[config.mk]
export PLATFORM = sky130hd
export DESIGN_NAME = channel_binding_nsid_scanner
export DESIGN_NICKNAME = d
export VERILOG_FILES = /design/src/hw/rtl/cbns_pkg.sv /design/src/hw/rtl/cbns_parser.sv /design/src/hw/rtl/channel_binding_nsid_scanner.sv
export SDC_FILE = /design/constraint.sdc
export NUM_CORES = 1
export LEC_CHECK = 0
export ABC_CLOCK_PERIOD_IN_PS = 4600
export BUFFER_PORTS_ARGS = -buffer_cell sky130_fd_sc_hd__buf_2
export CORE_MARGIN = 2
export CORE_UTILIZATION = 60
export CTS_CLUSTER_DIAMETER = 100
export DETAILED_ROUTE_END_ITERATION = 7
export PLACE_DENSITY_LB_ADDON = 0.15
export SLEW_MARGIN = 30
export SYNTH_ARGS = -nofsm -noshare
export SYNTH_HDL_FRONTEND = slang
export SYNTH_HIERARCHICAL = 1
export SYNTH_SLANG_ARGS = --single-unit
[constraint.sdc]
create_clock -name i_clk -period 4.6 [get_ports i_clk]
set_clock_uncertainty 0.1 [all_clocks]
set_input_delay 0.92 -clock i_clk [delete_from_list [all_inputs] [get_ports i_clk]]
set_output_delay 0.92 -clock i_clk [all_outputs]
set_load 0.1 [all_outputs]
[src/hw/rtl/cbns_pkg.sv]
`timescale 1ns / 1ps

package cbns_pkg;

    // parser phase
    typedef enum logic [2:0] {
        PH_CODE    = 3'd0,
        PH_LEN_HI  = 3'd1,
        PH_LEN_LO  = 3'd2,
        PH_NSID    = 3'd3,
        PH_SKIP    = 3'd4,
        PH_MATCHED = 3'd5,
        PH_DISCARD = 3'd6
    } t_phase;

    // result status codes
    typedef enum logic [1:0] {
        ST_FOUND      = 2'd0,
        ST_NO_MATCH   = 2'd1,
        ST_WRONG_CODE = 2'd2,
        ST_MALFORMED  = 2'd3
    } t_status;

    // configuration register indexes
    localparam logic CFG_WANTED_NAMESPACE = 1'b0;
    localparam logic CFG_REQUEST_CODE     = 1'b1;

    localparam int BYTE_W  = 8;
    localparam int FIELD_W = 16;

    typedef struct packed {
        t_status                    status;
        logic [FIELD_W-1:0]         offset;
        logic [FIELD_W-1:0]         length;
    } t_result;

endpackage

[src/hw/rtl/cbns_parser.sv]
`timescale 1ns / 1ps

module cbns_parser #(
    parameter int MAX_PACKET_BYTES = 65536
) (
    input  logic                          i_clk,
    input  logic                          i_rst_n,
    input  logic                          i_step,
    input  logic [cbns_pkg::BYTE_W-1:0]   i_packet_byte,
    input  logic                          i_last_byte,
    input  logic [cbns_pkg::BYTE_W-1:0]   i_wanted_namespace,
    input  logic [cbns_pkg::BYTE_W-1:0]   i_request_code,
    output cbns_pkg::t_result             o_result
);

    // position saturates one past the limit
    localparam int PW = $clog2(MAX_PACKET_BYTES + 2);
    localparam int FW = cbns_pkg::FIELD_W;

    cbns_pkg::t_phase  r_phase, n_phase;
    logic [PW-1:0]     r_pos, n_pos;
    logic [FW-1:0]     r_record_size, n_record_size;
    logic [FW-1:0]     r_skip, n_skip;
    logic              r_match_seen, n_match_seen;
    logic [FW-1:0]     r_match_start, n_match_start;
    logic [FW-1:0]     r_match_size, n_match_size;
    logic              r_code_bad, n_code_bad;
    logic              nsid_final;
    logic [FW-1:0]     skip_dec;
    logic [PW:0]       pos_inc;
    cbns_pkg::t_status status;

    assign skip_dec = (r_skip != '0) ? r_skip - FW'(1) : r_skip;
    assign pos_inc  = {1'b0, r_pos} + (PW+1)'(1);

    always_comb begin
        n_phase       = r_phase;
        n_record_size = r_record_size;
        n_skip        = r_skip;
        n_match_seen  = r_match_seen;
        n_match_start = r_match_start;
        n_match_size  = r_match_size;
        n_code_bad    = r_code_bad;
        nsid_final    = 1'b0;
        case (r_phase)
            cbns_pkg::PH_CODE: begin
                n_code_bad = (i_packet_byte != i_request_code);
                n_phase    = n_code_bad ? cbns_pkg::PH_DISCARD : cbns_pkg::PH_LEN_HI;
            end
            cbns_pkg::PH_LEN_HI: begin
                n_record_size = {i_packet_byte, {cbns_pkg::BYTE_W{1'b0}}};
                n_phase       = cbns_pkg::PH_LEN_LO;
            end
            cbns_pkg::PH_LEN_LO: begin
                n_record_size = {r_record_size[FW-1:cbns_pkg::BYTE_W], i_packet_byte};
                n_phase       = cbns_pkg::PH_NSID;
            end
            cbns_pkg::PH_NSID: begin
                nsid_final = i_last_byte;
                if (i_packet_byte == i_wanted_namespace) begin
                    n_match_seen  = 1'b1;
                    n_match_start = FW'(pos_inc);
                    n_match_size  = r_record_size;
                    n_skip        = r_record_size;
                    n_phase       = cbns_pkg::PH_MATCHED;
                end else if (r_record_size == '0) begin
                    n_phase = cbns_pkg::PH_LEN_HI;
                end else begin
                    n_skip  = r_record_size;
                    n_phase = cbns_pkg::PH_SKIP;
                end
            end
            cbns_pkg::PH_SKIP: begin
                n_skip = skip_dec;
                if (skip_dec == '0) begin
                    n_phase = cbns_pkg::PH_LEN_HI;
                end
            end
            cbns_pkg::PH_MATCHED: begin
                n_skip = skip_dec;
            end
            default: begin
            end
        endcase
    end

    assign n_pos = (r_pos <= PW'(MAX_PACKET_BYTES)) ? PW'(pos_inc) : r_pos;

    // outcome in priority order
    always_comb begin
        if (n_code_bad) begin
            status = cbns_pkg::ST_WRONG_CODE;
        end else if (n_pos > PW'(MAX_PACKET_BYTES)) begin
            status = cbns_pkg::ST_MALFORMED;
        end else if (nsid_final) begin
            status = cbns_pkg::ST_NO_MATCH;
        end else if (n_phase == cbns_pkg::PH_MATCHED && n_match_seen) begin
            status = (n_skip != '0) ? cbns_pkg::ST_MALFORMED : cbns_pkg::ST_FOUND;
        end else if (n_phase == cbns_pkg::PH_SKIP && n_skip != '0) begin
            status = cbns_pkg::ST_MALFORMED;
        end else begin
            status = cbns_pkg::ST_NO_MATCH;
        end
        o_result.status = status;
        o_result.offset = (status == cbns_pkg::ST_FOUND) ? n_match_start : '0;
        o_result.length = (status == cbns_pkg::ST_FOUND) ? n_match_size : '0;
    end

    // state goes back to its reset value after each packet
    always_ff @(posedge i_clk) begin
        if (!i_rst_n || (i_step && i_last_byte)) begin
            r_phase       <= cbns_pkg::PH_CODE;
            r_pos         <= '0;
            r_record_size <= '0;
            r_skip        <= '0;
            r_match_seen  <= 1'b0;
            r_match_start <= '0;
            r_match_size  <= '0;
            r_code_bad    <= 1'b0;
        end else if (i_step) begin
            r_phase       <= n_phase;
            r_pos         <= n_pos;
            r_record_size <= n_record_size;
            r_skip        <= n_skip;
            r_match_seen  <= n_match_seen;
            r_match_start <= n_match_start;
            r_match_size  <= n_match_size;
            r_code_bad    <= n_code_bad;
        end
    end

endmodule

[src/hw/rtl/channel_binding_nsid_scanner.sv]
`timescale 1ns / 1ps

// channel-binding namespace scanner
// - input channel (i_in_valid / o_in_ready) takes one packet byte per transaction,
//   code byte first, with i_last_byte set on the final byte of the packet
// - output channel (o_out_valid / i_out_ready) gives exactly one result
//   transaction per packet, produced by its last byte: status, data offset
//   and data length of the first matching namespace record
// - config channel (i_cfg_valid / o_cfg_ready) writes wanted_namespace
//   (index 0) and request_code (index 1); it is always ready and should be
//   used only while no packet is in flight
// - o_out_valid rises once the last byte has been taken into the input register and then
//   passed into the result register; a full result register holds it in the input register
// - throughput: one byte per cycle; the input register feeds the parser and the
//   result register, and only a last byte waits for the result register
// - when the receiver stalls, one result sits in the result register and the next
//   packet keeps flowing until its last byte reaches the input register, then
//   o_in_ready drops
// - reset (synchronous, active low) empties both registers, returns the parser
//   to expecting a code byte and loads both config registers with 1
module channel_binding_nsid_scanner #(
    parameter int MAX_PACKET_BYTES = 65536
) (
    input  logic                                i_clk,
    input  logic                                i_rst_n,
    // byte input
    input  logic                                i_in_valid,
    output logic                                o_in_ready,
    input  logic [cbns_pkg::BYTE_W-1:0]         i_packet_byte,
    input  logic                                i_last_byte,
    // result output
    output logic                                o_out_valid,
    input  logic                                i_out_ready,
    output logic [1:0]                          o_scan_status,
    output logic [cbns_pkg::FIELD_W-1:0]        o_data_offset,
    output logic [cbns_pkg::FIELD_W-1:0]        o_data_length,
    // configuration writes
    input  logic                                i_cfg_valid,
    output logic                                o_cfg_ready,
    input  logic                                i_cfg_index,
    input  logic [cbns_pkg::BYTE_W-1:0]         i_cfg_data
);

    // config registers
    logic [cbns_pkg::BYTE_W-1:0] r_wanted_namespace;
    logic [cbns_pkg::BYTE_W-1:0] r_request_code;

    // input register
    logic                        r_in_valid;
    logic [cbns_pkg::BYTE_W-1:0] r_in_byte;
    logic                        r_in_last;

    // result register
    logic                        r_out_valid;
    cbns_pkg::t_result           r_out;

    logic              out_free;
    logic              advance;
    logic              in_take;
    cbns_pkg::t_result parse_result;

    assign o_cfg_ready = 1'b1;

    always_ff @(posedge i_clk) begin
        if (!i_rst_n) begin
            r_wanted_namespace <= cbns_pkg::BYTE_W'(1);
            r_request_code     <= cbns_pkg::BYTE_W'(1);
        end else if (i_cfg_valid) begin
            case (i_cfg_index)
                cbns_pkg::CFG_WANTED_NAMESPACE: r_wanted_namespace <= i_cfg_data;
                cbns_pkg::CFG_REQUEST_CODE:     r_request_code     <= i_cfg_data;
                default: begin
                end
            endcase
        end
    end

    // the result slot is free when empty or being drained this cycle
    assign out_free = !r_out_valid || i_out_ready;
    // a non-last byte never needs the result slot
    assign advance    = r_in_valid && (!r_in_last || out_free);
    assign o_in_ready = !r_in_valid || advance;
    assign in_take    = i_in_valid && o_in_ready;

    always_ff @(posedge i_clk) begin
        if (!i_rst_n) begin
            r_in_valid <= 1'b0;
        end else if (in_take) begin
            r_in_valid <= 1'b1;
        end else if (advance) begin
            r_in_valid <= 1'b0;
        end
    end

    always_ff @(posedge i_clk) begin
        if (in_take) begin
            r_in_byte <= i_packet_byte;
            r_in_last <= i_last_byte;
        end
    end

    cbns_parser #(
        .MAX_PACKET_BYTES (MAX_PACKET_BYTES)
    ) u_parser (
        .i_clk              (i_clk),
        .i_rst_n            (i_rst_n),
        .i_step             (advance),
        .i_packet_byte      (r_in_byte),
        .i_last_byte        (r_in_last),
        .i_wanted_namespace (r_wanted_namespace),
        .i_request_code     (r_request_code),
        .o_result           (parse_result)
    );

    // result register: loaded by the last byte of a packet
    always_ff @(posedge i_clk) begin
        if (!i_rst_n) begin
            r_out_valid <= 1'b0;
        end else if (advance && r_in_last) begin
            r_out_valid <= 1'b1;
        end else if (i_out_ready) begin
            r_out_valid <= 1'b0;
        end
    end

    always_ff @(posedge i_clk) begin
        if (advance && r_in_last) begin
            r_out <= parse_result;
        end
    end

    assign o_out_valid   = r_out_valid;
    assign o_scan_status = r_out.status;
    assign o_data_offset = r_out.offset;
    assign o_data_length = r_out.length;

    // back pressure only comes from a held byte
    a_ready_low_means_held : assert property (@(posedge i_clk) disable iff (!i_rst_n)
        !o_in_ready |-> r_in_valid)
        else $error("input ready low with empty input register");

    // a processed last byte always shows up as a result
    a_last_gives_result : assert property (@(posedge i_clk) disable iff (!i_rst_n)
        (advance && r_in_last) |=> o_out_valid)
        else $error("last byte did not load the result register");

    // offset and length are zero unless a record was found
    a_zero_unless_found : assert property (@(posedge i_clk) disable iff (!i_rst_n)
        (o_out_valid && o_scan_status != cbns_pkg::ST_FOUND) |->
            (o_data_offset == '0 && o_data_length == '0))
        else $error("nonzero offset or length without a match");

    // a result only appears after a last byte was processed
    a_result_from_last : assert property (@(posedge i_clk) disable iff (!i_rst_n)
        $rose(o_out_valid) |-> $past(advance && r_in_last))
        else $error("result appeared without a last byte");

endmodule
==> results of run 1 <==
## metal layers
| layer | wire length [um] | global-route usage | share of wire |
|---|---|---|---|
| met1 | 8010 | 0.361 | 0.41 |
| met2 | 9580 | 0.476 | 0.49 |
| met3 | 1230 | 0.0649 | 0.063 |
| met4 | 650 | 0.118 | 0.033 |
| met5 | 0 | 0 | 0 |
## worst register-to-register path, stage by stage (launching register included)
cell,delay (ps)
dfxtp_1,390
inv_1,100
ha_1,340
nor3b_2,530
a21oi_1,130
mux2_2,290
a22o_1,220
a2111oi_0,480
nand4_1,260
or4_4,850
a2111oi_2,460
## cell families after synthesis
kind of cell             after synthesis  share of synthesized area
AND/OR/NAND/NOR                      356                      0.228
AO/OA/AOI/OAI                        174                      0.186
flip-flops                           147                      0.434
buffers and inverters                 82                     0.0485
XOR/XNOR                              53                     0.0597
multiplexers                          30                     0.0388
adder cells (fa/ha/maj)                3                    0.00483
other                                  1                   0.000483
## power breakdown
group / internal [mW] / leakage, nW / switching [mW]
logic: 0.118 / 1.38 / 0.227
registers: 1.36 / 1.27 / 0.0377
clock network: 0.796 / 0.275 / 0.521
## synthesized netlist by cell type (all sizes together), types with 5 or more instances
master   count
a211oi      24
mux2i       29
o21ai       21
nand4       16
nand2b       7
nor4b        5
and3         8
a2111oi     14
buf         22
edfxtp      43
nand2      104
dfxtp      104
xor2        34
a21boi      16
nor4        16
nor2b       12
inv         11
a31oi       10
or3          8
nand3       26
clkbuf      49
xnor2       19
a21oi       36
or4          5
a22oi       19
nor3        28
nor2       104
## per-stage QoR
step | util | worst slack [ps] | total power [mW]
4_1_cts | 0.685 | 229 | 3.07
6_report | 0.687 | 257 | 3.06
3_3_place_gp | 0.640 | 333 | 1.75
2_1_floorplan | - | 878 | 1.68
3_5_place_dp | 0.640 | 232 | 1.76
5_1_grt | 0.687 | 53.5 | 3.17
## layout make-up
type | instances | area [um^2]
well taps | 172 | 215
multi-input cells | 617 | 4040
repair buffers | 73 | 435
clock inverters | 10 | 81.3
fillers | 1014 | 3950
inverters | 11 | 41.3
flip-flops and latches | 147 | 3370
clock buffers | 21 | 482
## path summary, 6_finish.rpt
kind / to / slack (ps)
worst max register to register: o_data_offset[0] / 260
worst min register to register: u_parser/r_match_size[10] / 350
worst min-delay path: u_parser/r_match_size[10] / 350
worst max-delay path: o_data_offset[0] / 260
## registers in the layout (all words and copies together), names as in the netlist
signal and count:
r_in_last 1, u_parser/r_pos 17, u_parser/r_code_bad 1, u_parser/r_record_size 16, r_in_byte 8, u_parser/r_match_size 16
r_in_valid 1, o_scan_status 2, u_parser/r_skip 16, o_data_length 16, r_wanted_namespace 8, u_parser/r_phase 3
o_data_offset 16, r_request_code 8, u_parser/r_match_start 16, u_parser/r_match_seen 1, o_out_valid 1
==> flow_summary.json, run 1 <==
{
  "status": "finished, final reports clean",
  "finalSetupViolCount": 0,
  "report.final.slew_viol_count": 0,
  "cpPeakStageDelay_ps": 850,
  "critPathLaunch": "u_parser/r_skip[0]",
  "grt_pass1_wl_um": 31900,
  "cp_data_arrival_time_ps": 4450,
  "hpwlAfterDp_um": 13300,
  "synth.distinct_cells": 76,
  "synth_edf_count": 43,
  "cp.required_ps": 4710,
  "drt_iter0_markers": 745,
  "mostFrequentLayoutCell": "dfxtp_1",
  "rsz0062_at_grt": "false",
  "hold_violations": 0,
  "ir_drop_uv": 258,
  "die_h_um": 118,
  "whs_path_depth": 2,
  "syn-cell-area_mm2": 0.00777,
  "layout_common_cells": "104 x dfxtp_1, 103 x nand2_1, 102 x nor2_1",
  "worst-path-stages": 10,
  "critPathLaunchType": "register",
  "maxSlewHeadroom": 0.365,
  "path_delay_family": "simple AND/OR/NAND/NOR gates",
  "setup_tns_ps": 0,
  "ant_nets": 0,
  "critPathMaxFanout": 32,
  "n_antenna_cell": 0,
  "synth_top_cells_by_area": "dfxtp_1 27%, edfxtp_1 17%, nand2_1 5.0%",
  "cts_resized": 0,
  "core_mm2": 0.0126,
  "clk_pin_slew_worst_paths_ps": 60,
  "fin_nets": 893,
  "synth_top_area_cell": "dfxtp_1",
  "syn-num-nets": 872,
  "path_class": "register to register",
  "ys_warn_count": 6,
  "vias": 6532,
  "fin_crit_sh": 0.944,
  "hp-start": "u_parser/r_match_size[10]",
  "avgSynthCellArea_um2": 9.18,
  "ioPinCount": 60,
  "die_area_mm2": 0.0139,
  "wl_per_cell_um": 18.5,
  "seq_area_frac_synth": 0.434,
  "worst_pin_slew_ps": 952,
  "vias_per_cell": 6.22,
  "dp_cells": 1019,
  "fin_area_mm2": 0.00867,
  "p_per_area_mw_per_mm2": 353,
  "final_cells": 1051,
  "port_buffers": 58,
  "synthToLayoutAreaGrowth_pct": 11.6,
  "die-width_um": 118,
  "initial_utilization": 0.616,
  "antenna_found_initial": 0,
  "max_freq_ghz": 0.230,
  "final_layout_size_suffix_gt1_frac": 0.154,
  "cts_buffer_depth": 2,
  "first_global_vias": 6209,
  "synth_ff_type": "dfxtp_1",
  "synthCells": 846,
  "reg2reg_from": "u_parser/r_skip[0]",
  "holdCritPathClass": "register to register",
  "ctsHoldBuffers": 0,
  "gr-usage-all-layers": 0.287,
  "grt_max_degree": 49,
  "endpoint_kind": "register",
  "place_congestion": 0.963,
  "num_rows": 41,
  "placed_area_mm2": 0.00808,
  "numCtsBuffers": 17,
  "ctsRootBufferMaster": "clkbuf_16",
  "overflow": 0,
  "critical_path_buf_inv_count": 1,
  "leakage_nw": 2.93,
  "cts_setup_buffers": 0,
  "maxCapViolCount": 0,
  "r2r_cells": 10,
  "drc": 0,
  "cts_sinks": 147,
  "cp_slowest_cell": "or4_4",
  "path_cells": "inv_1, ha_1, nor3b_2, a21oi_1, mux2_2, a22o_1, a2111oi_0, nand4_1, or4_4, a2111oi_2",
  "routed_wl_um": 19500,
  "h-tree-depth": 4,
  "firstDrtPassIters": 7,
  "ys_ff_latch": 147,
  "async_reset_ff_frac": 0,
  "period_minus_slack_ps": 4340,
  "tritoncts": "built",
  "hold_slack_ps": 355,
  "synth_top_cell_area_share": 0.268,
  "insertion_delay_ps": 420
}
Note: power is estimated with default switching activity, not from simulation.
==> run 2: changes to the inputs <==
--- a/config.mk
+++ b/config.mk
@@ -15,5 +15,4 @@
 export SLEW_MARGIN = 30
 export SYNTH_ARGS = -nofsm -noshare
 export SYNTH_HDL_FRONTEND = slang
-export SYNTH_HIERARCHICAL = 1
 export SYNTH_SLANG_ARGS = --single-unit
==> run 2 against run 1 <==
Fmax rose by 10%; count of clock-buffer cells in the layout fell by 1; first-iteration DRC count fell by 7.7%; combinational power rose by 2%; synthesized cell count rose by 1.1%; sequential power barely moved; die area fell by 3.3%; clock power rose by 5%; final cell count rose by 1.1%; sequential share of layout area rose by 0.90 points; critical path type unchanged.
==> flow_summary.json, run 2 <==
{
  "status": "finished, final reports clean",
  "cts_buffer_depth": 2,
  "synth_top_cell_area_share": 0.278,
  "ys_ff_latch": 147,
  "ant_nets": 0,
  "gr-usage-all-layers": 0.303,
  "endpoint_kind": "register",
  "cp.required_ps": 4710,
  "rsz0062_at_grt": "false",
  "layout_common_cells": "109 x nor2_1, 104 x nand2_1, 104 x dfxtp_1",
  "grt_max_degree": 48,
  "synth_common_cells": "110 x nor2_1, 105 x nand2_1, 104 x dfxtp_1",
  "vias": 6550,
  "synthMostInstantiatedCell": "nor2_1",
  "die_h_um": 116,
  "hpwlAfterDp_um": 13700,
  "drc": 0,
  "cp_data_arrival_time_ps": 4060,
  "fin_nets": 909,
  "period_minus_slack_ps": 3950,
  "antenna_found_initial": 0,
  "critPathLaunchType": "register",
  "cts_setup_buffers": 0,
  "synth_top_area_cell": "dfxtp_1",
  "drt_iter0_markers": 688,
  "grt_pass1_wl_um": 31700,
  "multi_input_area_mm2": 0.00384,
  "synthCells": 855,
  "ir_drop_uv": 319,
  "num_rows": 40,
  "final_cells": 1063,
  "syn-cell-area_mm2": 0.00750,
  "h-tree-depth": 4,
  "die-width_um": 116,
  "wl_per_cell_um": 18.5,
  "leakage_nw": 2.87,
  "max_freq_ghz": 0.253,
  "fillers": 943,
  "initial_utilization": 0.619,
  "numCtsBuffers": 17,
  "path_class": "register to register",
  "vias_per_cell": 6.16,
  "synth_top_cells_by_area": "dfxtp_1 28%, edfxtp_1 17%, nor2_1 5.5%",
  "avgSynthCellArea_um2": 8.77,
  "clk_pin_slew_worst_paths_ps": 60,
  "final_layout_size_suffix_gt1_frac": 0.152,
  "holdCritPathClass": "register to register",
  "report.final.slew_viol_count": 0,
  "tritoncts": "built",
  "core_mm2": 0.0121,
  "port_buffers": 58,
  "synth_ff_type": "dfxtp_1",
  "synth.distinct_cells": 72,
  "seq_area_frac_synth": 0.450,
  "fin_crit_sh": 0.859,
  "synth_edf_count": 43,
  "maxCapViolCount": 0,
  "place_ws_ps": 643,
  "largest_register": "u_parser.r_pos",
  "ctsRootBufferMaster": "clkbuf_16",
  "finalSetupViolCount": 0,
  "worst_pin_slew_ps": 873,
  "firstDrtPassIters": 5,
  "dp_cells": 1031,
  "seqCellArea_mm2": 0.00337,
  "die_area_mm2": 0.0134,
  "largest_reg_flops": 17,
  "n_antenna_cell": 0,
  "ys_warn_count": 0,
  "p_per_area_mw_per_mm2": 369,
  "syn-num-nets": 882,
  "cts_sinks": 147,
  "cts_resized": 0,
  "ioPinCount": 60,
  "overflow": 0,
  "mostFrequentLayoutCell": "nor2_1",
  "insertion_delay_ps": 430,
  "setup_tns_ps": 0,
  "routed_wl_um": 19600,
  "critPathMaxFanout": 33,
  "maxSlewHeadroom": 0.418,
  "setup_ws_ps": 650,
  "place_congestion": 1.01,
  "hold_violations": 0,
  "synthToLayoutAreaGrowth_pct": 13.0,
  "ctsHoldBuffers": 0,
  "first_global_vias": 6118,
  "async_reset_ff_frac": 0
}
## run 2: kinds of logic (layout without fill, tap and decap cells)
group	after synthesis	in the layout	synth area share
simple gates	367	367	0.234
compound gates	193	193	0.189
flops	147	147	0.450
buf+inv	80	120	0.0427
xor+xnor	43	43	0.0502
mux	20	20	0.0267
fa+ha+maj	4	4	0.00667
other cells	1	1	0.000500
## run 2: routing by layer
metal,track usage,vias to the layer above,routed length [um]
met1,0.406,3047,8550
met4,0.110,0,466
met5,0,-,0
met2,0.484,301,9100
li1,-,3155,-
met3,0.0701,47,1500
## run 2: area by class of cell
type                    instances  area share
multi-input cells             628       0.453
flip-flops and latches        147       0.398
clock buffers                  20      0.0577
repair buffers                 73      0.0475
well taps                     168      0.0248
clock inverters                12      0.0121
inverters                      15     0.00665
## run 2: metrics by stage
step | hold WS, ps | total power [mW] | util | area [um^2]
after floorplan | 336 | 1.67 | - | 7500
after global routing | 364 | 3.22 | 0.700 | 8470
after detailed placement | 346 | 1.76 | 0.650 | 7880
after global placement | 341 | 1.76 | 0.650 | 7880
after CTS | 355 | 3.13 | 0.699 | 8470
final | 356 | 3.13 | 0.700 | 8470
## run 2: where the power goes
part	internal, mW	total [mW]	switching, mW
Combinational	0.109	0.353	0.244
Sequential	1.36	1.39	0.0343
Clock	0.787	1.39	0.598
Total	2.25	3.13	0.877
## run 2: final timing paths
kind / start / depth (start not counted) / to / slack (ps)
setup / recovery: u_parser.r_pos[0] / 10 / o_data_offset[11] / 650
hold / removal: u_parser.r_match_size[13] / 2 / u_parser.r_match_size[13] / 360
setup reg to reg: u_parser.r_pos[0] / 10 / o_data_offset[11] / 650
hold reg to reg: u_parser.r_match_size[13] / 2 / u_parser.r_match_size[13] / 360
## run 2: worst max-delay path, cell delays in order (launching register included)
cell and delay (ps):
dfxtp_1 520, ha_1 320, nand3_1 300, or4_1 640
xor2_1 310, nand2_1 90, o41ai_1 250, a41oi_1 260
nand4bb_1 240, buf_4 280, a2111oi_0 410
==> run 3: changes to the inputs <==
--- a/config.mk
+++ b/config.mk
@@ -7,7 +7,6 @@
 export LEC_CHECK = 0
 export ABC_CLOCK_PERIOD_IN_PS = 4600
 export BUFFER_PORTS_ARGS = -buffer_cell sky130_fd_sc_hd__buf_2
-export CORE_MARGIN = 2
 export CORE_UTILIZATION = 60
 export CTS_CLUSTER_DIAMETER = 100
 export DETAILED_ROUTE_END_ITERATION = 7
==> run 3 against run 2 <==
Count of clock-buffer cells in the layout is the same; wire length shrank 0.73%; register-to-register slack lost 60 ps; clock power grew 5%; sequential cell count is the same; cell area grew 0.47%.
==> flow_summary.json, run 3 (synthesized netlist as in run 2, its figures left out) <==
{
  "fin_crit_sh": 0.872,
  "fillers": 925,
  "endpoint_kind": "register",
  "maxSlewHeadroom": 0.404,
  "first_global_vias": 5975,
  "firstDrtPassIters": 5,
  "h-tree-depth": 4,
  "cts_resized": 0,
  "report.final.slew_viol_count": 0,
  "largest_reg_flops": 17,
  "ioPinCount": 60,
  "numCtsBuffers": 17,
  "pwr-share-seq": 0.434,
  "largest_register": "u_parser.r_pos",
  "cts_sinks": 147,
  "overflow": 0,
  "drc": 0,
  "critPathLaunchType": "register",
  "final_layout_size_suffix_gt1_frac": 0.150,
  "die_area_mm2": 0.0130,
  "layout_common_cells": "109 x nor2_1, 104 x nand2_1, 104 x dfxtp_1",
  "swShare": 0.262,
  "seqCellArea_mm2": 0.00337,
  "hold_slack_ps": 353,
  "ctsRootBufferMaster": "clkbuf_16",
  "vias_per_cell": 6.26,
  "hpwlAfterDp_um": 13400,
  "fin_area_mm2": 0.00851,
  "die_h_um": 114,
  "period_minus_slack_ps": 4010,
  "synthToLayoutAreaGrowth_pct": 13.5,
  "setup_tns_ps": 0,
  "met2_length_um": 9280,
  "final_util": 0.703,
  "path_class": "register to register",
  "power_switching_uw": 841,
  "top_layer": "met4",
  "rsz0062_at_grt": "false",
  "insertion_delay_ps": 430,
  "multi_input_area_mm2": 0.00384,
  "num_rows": 40,
  "fin_nets": 909,
  "p_per_area_mw_per_mm2": 377,
  "hold_violations": 0,
  "initial_utilization": 0.619,
  "antenna_found_initial": 0,
  "wl_met1_um": 8360,
  "cts_buffer_depth": 2,
  "max_freq_ghz": 0.249,
  "clk_pin_slew_worst_paths_ps": 60,
  "cp_data_arrival_time_ps": 4110,
  "ctsHoldBuffers": 0,
  "mostFrequentLayoutCell": "nor2_1",
  "tritoncts": "built",
  "placed_area_mm2": 0.00788,
  "p_int_mw": 2.37,
  "whs_path_depth": 2,
  "grt_max_degree": 48,
  "ir_drop_uv": 305,
  "drt_iter0_markers": 611,
  "ant_nets": 0,
  "route.met3.wl_um": 1410,
  "p_clk_frac": 0.456,
  "vias": 6651,
  "leakage_nw": 2.88,
  "port_buffers": 58,
  "p_comb_frac": 0.110,
  "status": "finished, final reports clean",
  "routed_wl_um": 19500,
  "maxCapViolCount": 0,
  "cts_setup_buffers": 0,
  "place_congestion": 1.01,
  "die-width_um": 114,
  "core_mm2": 0.0121,
  "finalSetupViolCount": 0,
  "grt_pass1_wl_um": 31300,
  "gr-usage-all-layers": 0.311,
  "cp.required_ps": 4700,
  "r2r_cells": 10,
  "worst_pin_slew_ps": 888,
  "holdCritPathClass": "register to register",
  "wl_per_cell_um": 18.3,
  "critPathMaxFanout": 33,
  "n_antenna_cell": 0
}
run 3: cell count changes in the layout (fill, tap and decap cells not counted):
cell | before | now
clkinv_1 | 0 | 1
clkinv_4 | 2 | 0
clkbuf_8 | 1 | 0
clkbuf_16 | 19 | 20
inv_6 | 3 | 5
bufinv_16 | 0 | 2
inv_8 | 3 | 1
inv_4 | 2 | 0
run 3: per-stage QoR:
stage | cells | power (mW) | setup WS (ps)
floorplan | 855 | 1.67 | 1310
finish | 1062 | 3.21 | 589
global placement | 1031 | 1.76 | 709
CTS | 1062 | 3.21 | 543
detailed placement | 1031 | 1.76 | 577
global route | 1062 | 3.30 | 246
run 3: layout make-up:
type | instances | area share
Clock inverter | 11 | 0.0154
Multi-Input combinational cell | 628 | 0.451
Timing Repair Buffer | 73 | 0.0473
Sequential cell | 147 | 0.396
Inverter | 15 | 0.00661
Tap cell | 168 | 0.0247
Clock buffer | 20 | 0.0588
run 3: power groups by stage:
stage	Clock (mW)	Combinational [mW]	Sequential, mW
after global placement	0	0.344	1.42
after floorplan	0	0.220	1.46
after CTS	1.48	0.346	1.39
after global routing	1.53	0.379	1.39
after detailed placement	0	0.344	1.42
final	1.46	0.355	1.39
run 3: layer usage:
layer  GRT usage  vias up
li1            -     3152
met1       0.406     3151
met2       0.511      313
met3      0.0627       35
met4       0.114        0
met5           0        -
run 3: path summary, 6_finish.rpt:
kind | start | end | slack, ps
worst max register to register | u_parser.r_pos[0] | o_data_offset[9] | 590
worst min register to register | u_parser.r_match_size[12] | u_parser.r_match_size[12] | 350
worst min-delay path | u_parser.r_match_size[12] | u_parser.r_match_size[12] | 350
worst max-delay path | u_parser.r_pos[0] | o_data_offset[9] | 590
run 3: worst max-delay path, cell delays in order (launching register included):
cell and delay, ps:
dfxtp_1 520, ha_1 310, nand3_1 300, or4_1 650, xor2_1 310, nand2_1 90, o41ai_1 250, a41oi_1 260
nand4bb_1 240, buf_4 280, a2111oi_0 450
